## config.mk

```make
export PLATFORM = sky130hd
export DESIGN_NAME = bsh_map_cell
export DESIGN_NICKNAME = d
export VERILOG_FILES = /design/src/sv/bsh_pkg.sv /design/src/sv/bsh_map_cell.sv
export SDC_FILE = /design/constraint.sdc
export NUM_CORES = 1
export LEC_CHECK = 0
export ABC_AREA = 1
export BUFFER_PORTS_ARGS = -buffer_cell sky130_fd_sc_hd__buf_2
export CORE_AREA = 2 2 135 137
export CTS_CLUSTER_SIZE = 8
export DETAILED_ROUTE_END_ITERATION = 10
export DIE_AREA = 0 0 137 139
export PLACE_DENSITY = 0.7
export SETUP_SLACK_MARGIN = 0.15
export SLEW_MARGIN = 10
export SYNTH_ARGS = -nofsm -noshare
export SYNTH_HDL_FRONTEND = slang
export SYNTH_SLANG_ARGS = --single-unit
```

## constraint.sdc

```tcl
create_clock -name clk_i -period 0.9 [get_ports clk_i]
set_clock_uncertainty 0.2 [all_clocks]
set_input_delay 0.045 -clock clk_i [delete_from_list [all_inputs] [get_ports clk_i]]
set_output_delay 0.045 -clock clk_i [all_outputs]
set_load 0.02 [all_outputs]
```

## src/sv/bsh_pkg.sv

```systemverilog
// ----------------------------------------------------------------------------
// bsh_pkg: shared types and constants for the Burning Ship escape-time engine
// Word formats, config register indexes, iteration sequencer states.
// ----------------------------------------------------------------------------
package bsh_pkg;

  localparam int unsigned COORD_BITS = 11;
  localparam int unsigned FRAC_BITS  = 26;
  localparam int unsigned Q_W        = 32;   // Q6.26 coordinate width
  localparam int unsigned Z_W        = 31;   // |z| component, never negative
  localparam int unsigned SQ_W       = 2 * Z_W;
  localparam int unsigned STEP_W     = 27;
  localparam int unsigned ITER_W     = 7;
  localparam int unsigned CFG_IDX_W  = 2;
  localparam int unsigned ACC_W      = COORD_BITS + 29;

  localparam logic [Q_W-1:0]    X_ORIGIN_RST = 32'hEC00_0000;  // -5.0
  localparam logic [Q_W-1:0]    Y_ORIGIN_RST = 32'hF300_0000;  // -3.25
  localparam logic [STEP_W-1:0] STEP_RST     = 27'd447392;     // ~1/150
  localparam logic [ITER_W-1:0] MAX_ITER_RST = 7'd19;

  typedef enum logic [CFG_IDX_W-1:0] {
    CFG_X_ORIGIN = 2'd0,
    CFG_Y_ORIGIN = 2'd1,
    CFG_STEP     = 2'd2,
    CFG_MAX_ITER = 2'd3
  } cfg_idx_e;

  typedef enum logic [1:0] {
    ST_IDLE,
    ST_MUL,
    ST_UPD,
    ST_DONE
  } iter_state_e;

  typedef struct packed {
    logic [COORD_BITS-1:0] pixel_x;
    logic [COORD_BITS-1:0] pixel_y;
  } in_word_t;

  typedef struct packed {
    logic [ITER_W-1:0] iterations;
    logic              escaped;
  } out_word_t;

endpackage

```

## src/sv/bsh_map_cell.sv

```systemverilog
// ----------------------------------------------------------------------------
// bsh_map_cell: one bit slice of the pixel-to-plane mapping chain
// Adds step << BIT_POS to each running sum whose pixel bit BIT_POS is set.
// ----------------------------------------------------------------------------
module bsh_map_cell #(
  parameter int unsigned BIT_POS = 0
) (
  input  logic                                   clk_i,
  input  logic                                   rst_ni,
  input  logic [bsh_pkg::STEP_W-1:0]             step_i,
  input  logic                                   valid_i,
  input  logic [bsh_pkg::COORD_BITS-1:0]         px_i,
  input  logic [bsh_pkg::COORD_BITS-1:0]         py_i,
  input  logic signed [bsh_pkg::ACC_W-1:0]       accx_i,
  input  logic signed [bsh_pkg::ACC_W-1:0]       accy_i,
  output logic                                   valid_o,
  output logic [bsh_pkg::COORD_BITS-1:0]         px_o,
  output logic [bsh_pkg::COORD_BITS-1:0]         py_o,
  output logic signed [bsh_pkg::ACC_W-1:0]       accx_o,
  output logic signed [bsh_pkg::ACC_W-1:0]       accy_o
);
  import bsh_pkg::*;

  logic                    valid_q;
  logic [COORD_BITS-1:0]   px_q, py_q;
  logic signed [ACC_W-1:0] accx_q, accx_d, accy_q, accy_d;
  logic signed [ACC_W-1:0] part;

  assign part   = $signed(ACC_W'(step_i) << BIT_POS);
  assign accx_d = px_i[BIT_POS] ? accx_i + part : accx_i;
  assign accy_d = py_i[BIT_POS] ? accy_i + part : accy_i;

  always_ff @(posedge clk_i or negedge rst_ni) begin
    if (!rst_ni) begin
      valid_q <= 1'b0;
    end else begin
      valid_q <= valid_i;
    end
  end

  always_ff @(posedge clk_i) begin
    px_q   <= px_i;
    py_q   <= py_i;
    accx_q <= accx_d;
    accy_q <= accy_d;
  end

  assign valid_o = valid_q;
  assign px_o    = px_q;
  assign py_o    = py_q;
  assign accx_o  = accx_q;
  assign accy_o  = accy_q;

endmodule

```

==> out/results.txt <==
TritonCTS Buffers: 9
Num ports: 235
Initial antenna violation count: 1
Vias in the first global route: 10,981
Sink Count: 103
DIE AREA: 19,000 um2
Fin. Hold Viols: 76
Period utilisation layout: 187%
Finished Layout Cells: 2,018
TritonCTS clock tree: built
Initial Util: 44.1%
Worst slew pin tran: 524 ps
Setup Crit Path Kind: in2reg
Design Area, Final: 15,800 um2
Die width: 137 um
Top-area cell type share of the netlist area: 26.2%
Area growth syn-to-layout: 104%
Worst Path Max Fanout: 3
Static Leak: 7.74 nW
Failing checks: negative hold slack, negative setup slack
Routed len/inst: 20.9 um
PnR Total Power: 19.8 mW
Final setup viols: 179
Hold Crit Class: in2reg
Post-Syn Area: 7780 um2
PwrDens: 1250 nW/um2
Max rail drop VDD: 1.04 mV
Iteration-0 DRC Markers: 1,125
Gr usage total: 36.5%
Unique masters post-synth: 32
Site row count: 49
Slew HR: 65.1%
Setup ws final: -784 ps
Hold_ws: -321 ps
Crit. End Element: register
First-pass GRT wire length: 54,600 um
RSZ-0062 raised after global routing: true
Worst EP required: 1010 ps
Hold path startpoint: accx_i[0]
Synth area leader: dfxtp_1
Placed Area: 11,500 um2
Fmax: 0.594 GHz
Synthesis-stage register bit count: 103
Utilization after layout: 89.7%
Root Buffer: clkbuf_16
Max_cap viols: 0
Synth area leaders: dfxtp_1 (26%), nand2_1 (25%), inv_1 (9.6%)
Synthesized instance count: 1,289
Sequential cell area fraction in the yosys report: 26.6%
HPWL after detailed placement: 24,100 um
Share of cells above drive strength 1: 61.5%
Ys async rst share: 0.971%
Main synth FF type: dfxtp_1
Grt total ovfl: 0
Avg Inst Size Synth: 6.04 um2
CTS Buffer Depth: 2
Final Wtd Congestion: 0.966
Clock transition at path regs: 100 ps
Crit path DAT: 1790 ps
Max Slew Vio Count: 0
Chip height: 139 um
Post-synth EDFFs: 0
NumNets Final: 1,971
DRC errors left: 0
Critical Path Source: step_i[0]
Startpoint class of the critical path: primary input
CTS HTree Levels: 3
Vias: 11,480
Tmin final: 1680 ps
Status: finished with violations
Largest net degree at the start of global routing: 31
Antenna Nets Post-Route: 0
First-pass DRT Iterations: 7
Post-route setup TNS: -59,180 ps
Place WS: -1050 ps
Syn_nets: 1,477
Port bufs: 234
Vias per cell: 5.69
Core area: 17,700 um2
DRT Wirelength: 42,100 um
Placed instance count: 1,905
YS warnings: 0
==> sequential cells by signal, summed over array words and instances, names as in the netlist <==
| register | count |
|---|---|
| valid_o | 1 |
| px_o | 11 |
| accy_o | 40 |
| accx_o | 40 |
| py_o | 11 |
==> metal layers <==
| metal | up-vias | global-route usage, % | wire length [um] |
|---|---|---|---|
| met5 | - | 0 | 0 |
| met4 | 0 | 19.8 | 3890 |
| met3 | 353 | 5.52 | 3260 |
| met2 | 797 | 65.9 | 20800 |
| met1 | 5295 | 40.2 | 14100 |
| li1 | 5035 | - | - |
==> critical path, cell delays in order <==
cell     delay [ps]
buf_8            90
ha_4            130
inv_2            50
fa_2            370
inv_2           100
nand3_2         100
nand3_4         110
nand2_2          80
nand2_2          80
nand3_2          60
nand2_2          90
buf_4           120
xor2_1          150
nand2_1          80
nand2_1         130
==> area by class of cell <==
| type | instances | area [um2] |
|---|---|---|
| Multi-Input combinational cell | 974 | 7750 |
| Timing Repair Buffer | 497 | 4560 |
| Sequential cell | 103 | 2190 |
| Fill cell | 785 | 1810 |
| Inverter | 198 | 759 |
| Tap cell | 229 | 287 |
| Clock buffer | 10 | 239 |
| Clock inverter | 6 | 58.8 |
| Antenna cell | 1 | 2.50 |
==> where the power goes <==
part           internal, mW  total [mW]  switching, mW
combinational          4.71        10.1           5.41
clock                  2.04        4.28           2.24
sequential             5.11        5.36          0.255
total                  11.9        19.8           7.90
==> cells in the mapped netlist, types with 5 or more instances <==
master      n
a21oi_2     5
xor2_1      6
or2_1       6
nor3_1     13
o21bai_1   14
nand3_2     8
a21oi_1    56
nand2_2    20
nand3_1    80
nand3b_1   13
dfxtp_1   102
xnor2_1    18
nor4_1      5
nor2_1     96
o21ai_0    36
nand2_1   508
nand4_1    18
inv_1     198
ha_1       54
clkbuf_1    8
==> cell families (layout without fill, tap and decap cells) <==
logic type	count (synthesis)	in the layout	share of synthesized area (%)
buf+inv	212	711	10.4
compound gates	113	113	7.96
fa+ha+maj	56	56	9.20
other cells	0	1	0
simple gates	781	781	43.2
xor+xnor	24	24	2.70
flops	103	103	26.6
==> placed cells by master, fill, tap and decap left out, drive strengths merged <==
| master | netlist | final |
|---|---|---|
| nand2 | 528 | 528 |
| buf | 5 | 464 |
| inv | 198 | 201 |
| nor2 | 104 | 104 |
| dfxtp | 102 | 102 |
| nand3 | 88 | 88 |
| a21oi | 61 | 61 |
| ha | 54 | 54 |
| o21ai | 38 | 38 |
| dlygate4sd3 | 0 | 31 |
| nand4 | 18 | 18 |
| xnor2 | 18 | 18 |
| nor3 | 14 | 14 |
| o21bai | 14 | 14 |
| nand3b | 13 | 13 |
| clkbuf | 9 | 12 |
| nor4 | 7 | 7 |
| or2 | 6 | 6 |
| xor2 | 6 | 6 |
| nand2b | 2 | 2 |
| clkinvlp | 0 | 2 |
| fa | 2 | 2 |
| diode | 0 | 1 |
| nor3b | 1 | 1 |
| clkinv | 0 | 1 |
| dfrtp | 1 | 1 |
==> timing repair <==
| action | in CTS | in global routing |
|---|---|---|
| setup endpoints to repair | 182 | 182 |
| buffers inserted | 31 | 33 |
| hold endpoints to repair | 104 | 75 |
| cloned | 0 | 2 |
| resized for setup | 704 | 265 |
| hold buffers | 30 | 1 |
| pin swaps | 191 | 180 |
==> final timing paths <==
kind / end / slack [ps] / cells past startpoint
hold / removal: accx_o[0]$_DFF_P_ / -320 / 3
min in group asynchronous: valid_o$_DFF_PN0_ / -210 / 2
setup / recovery: accy_o[14]$_DFF_P_ / -780 / 15
max in group asynchronous: valid_o$_DFF_PN0_ / 630 / 2
Note: power is estimated with default switching activity, not from simulation.
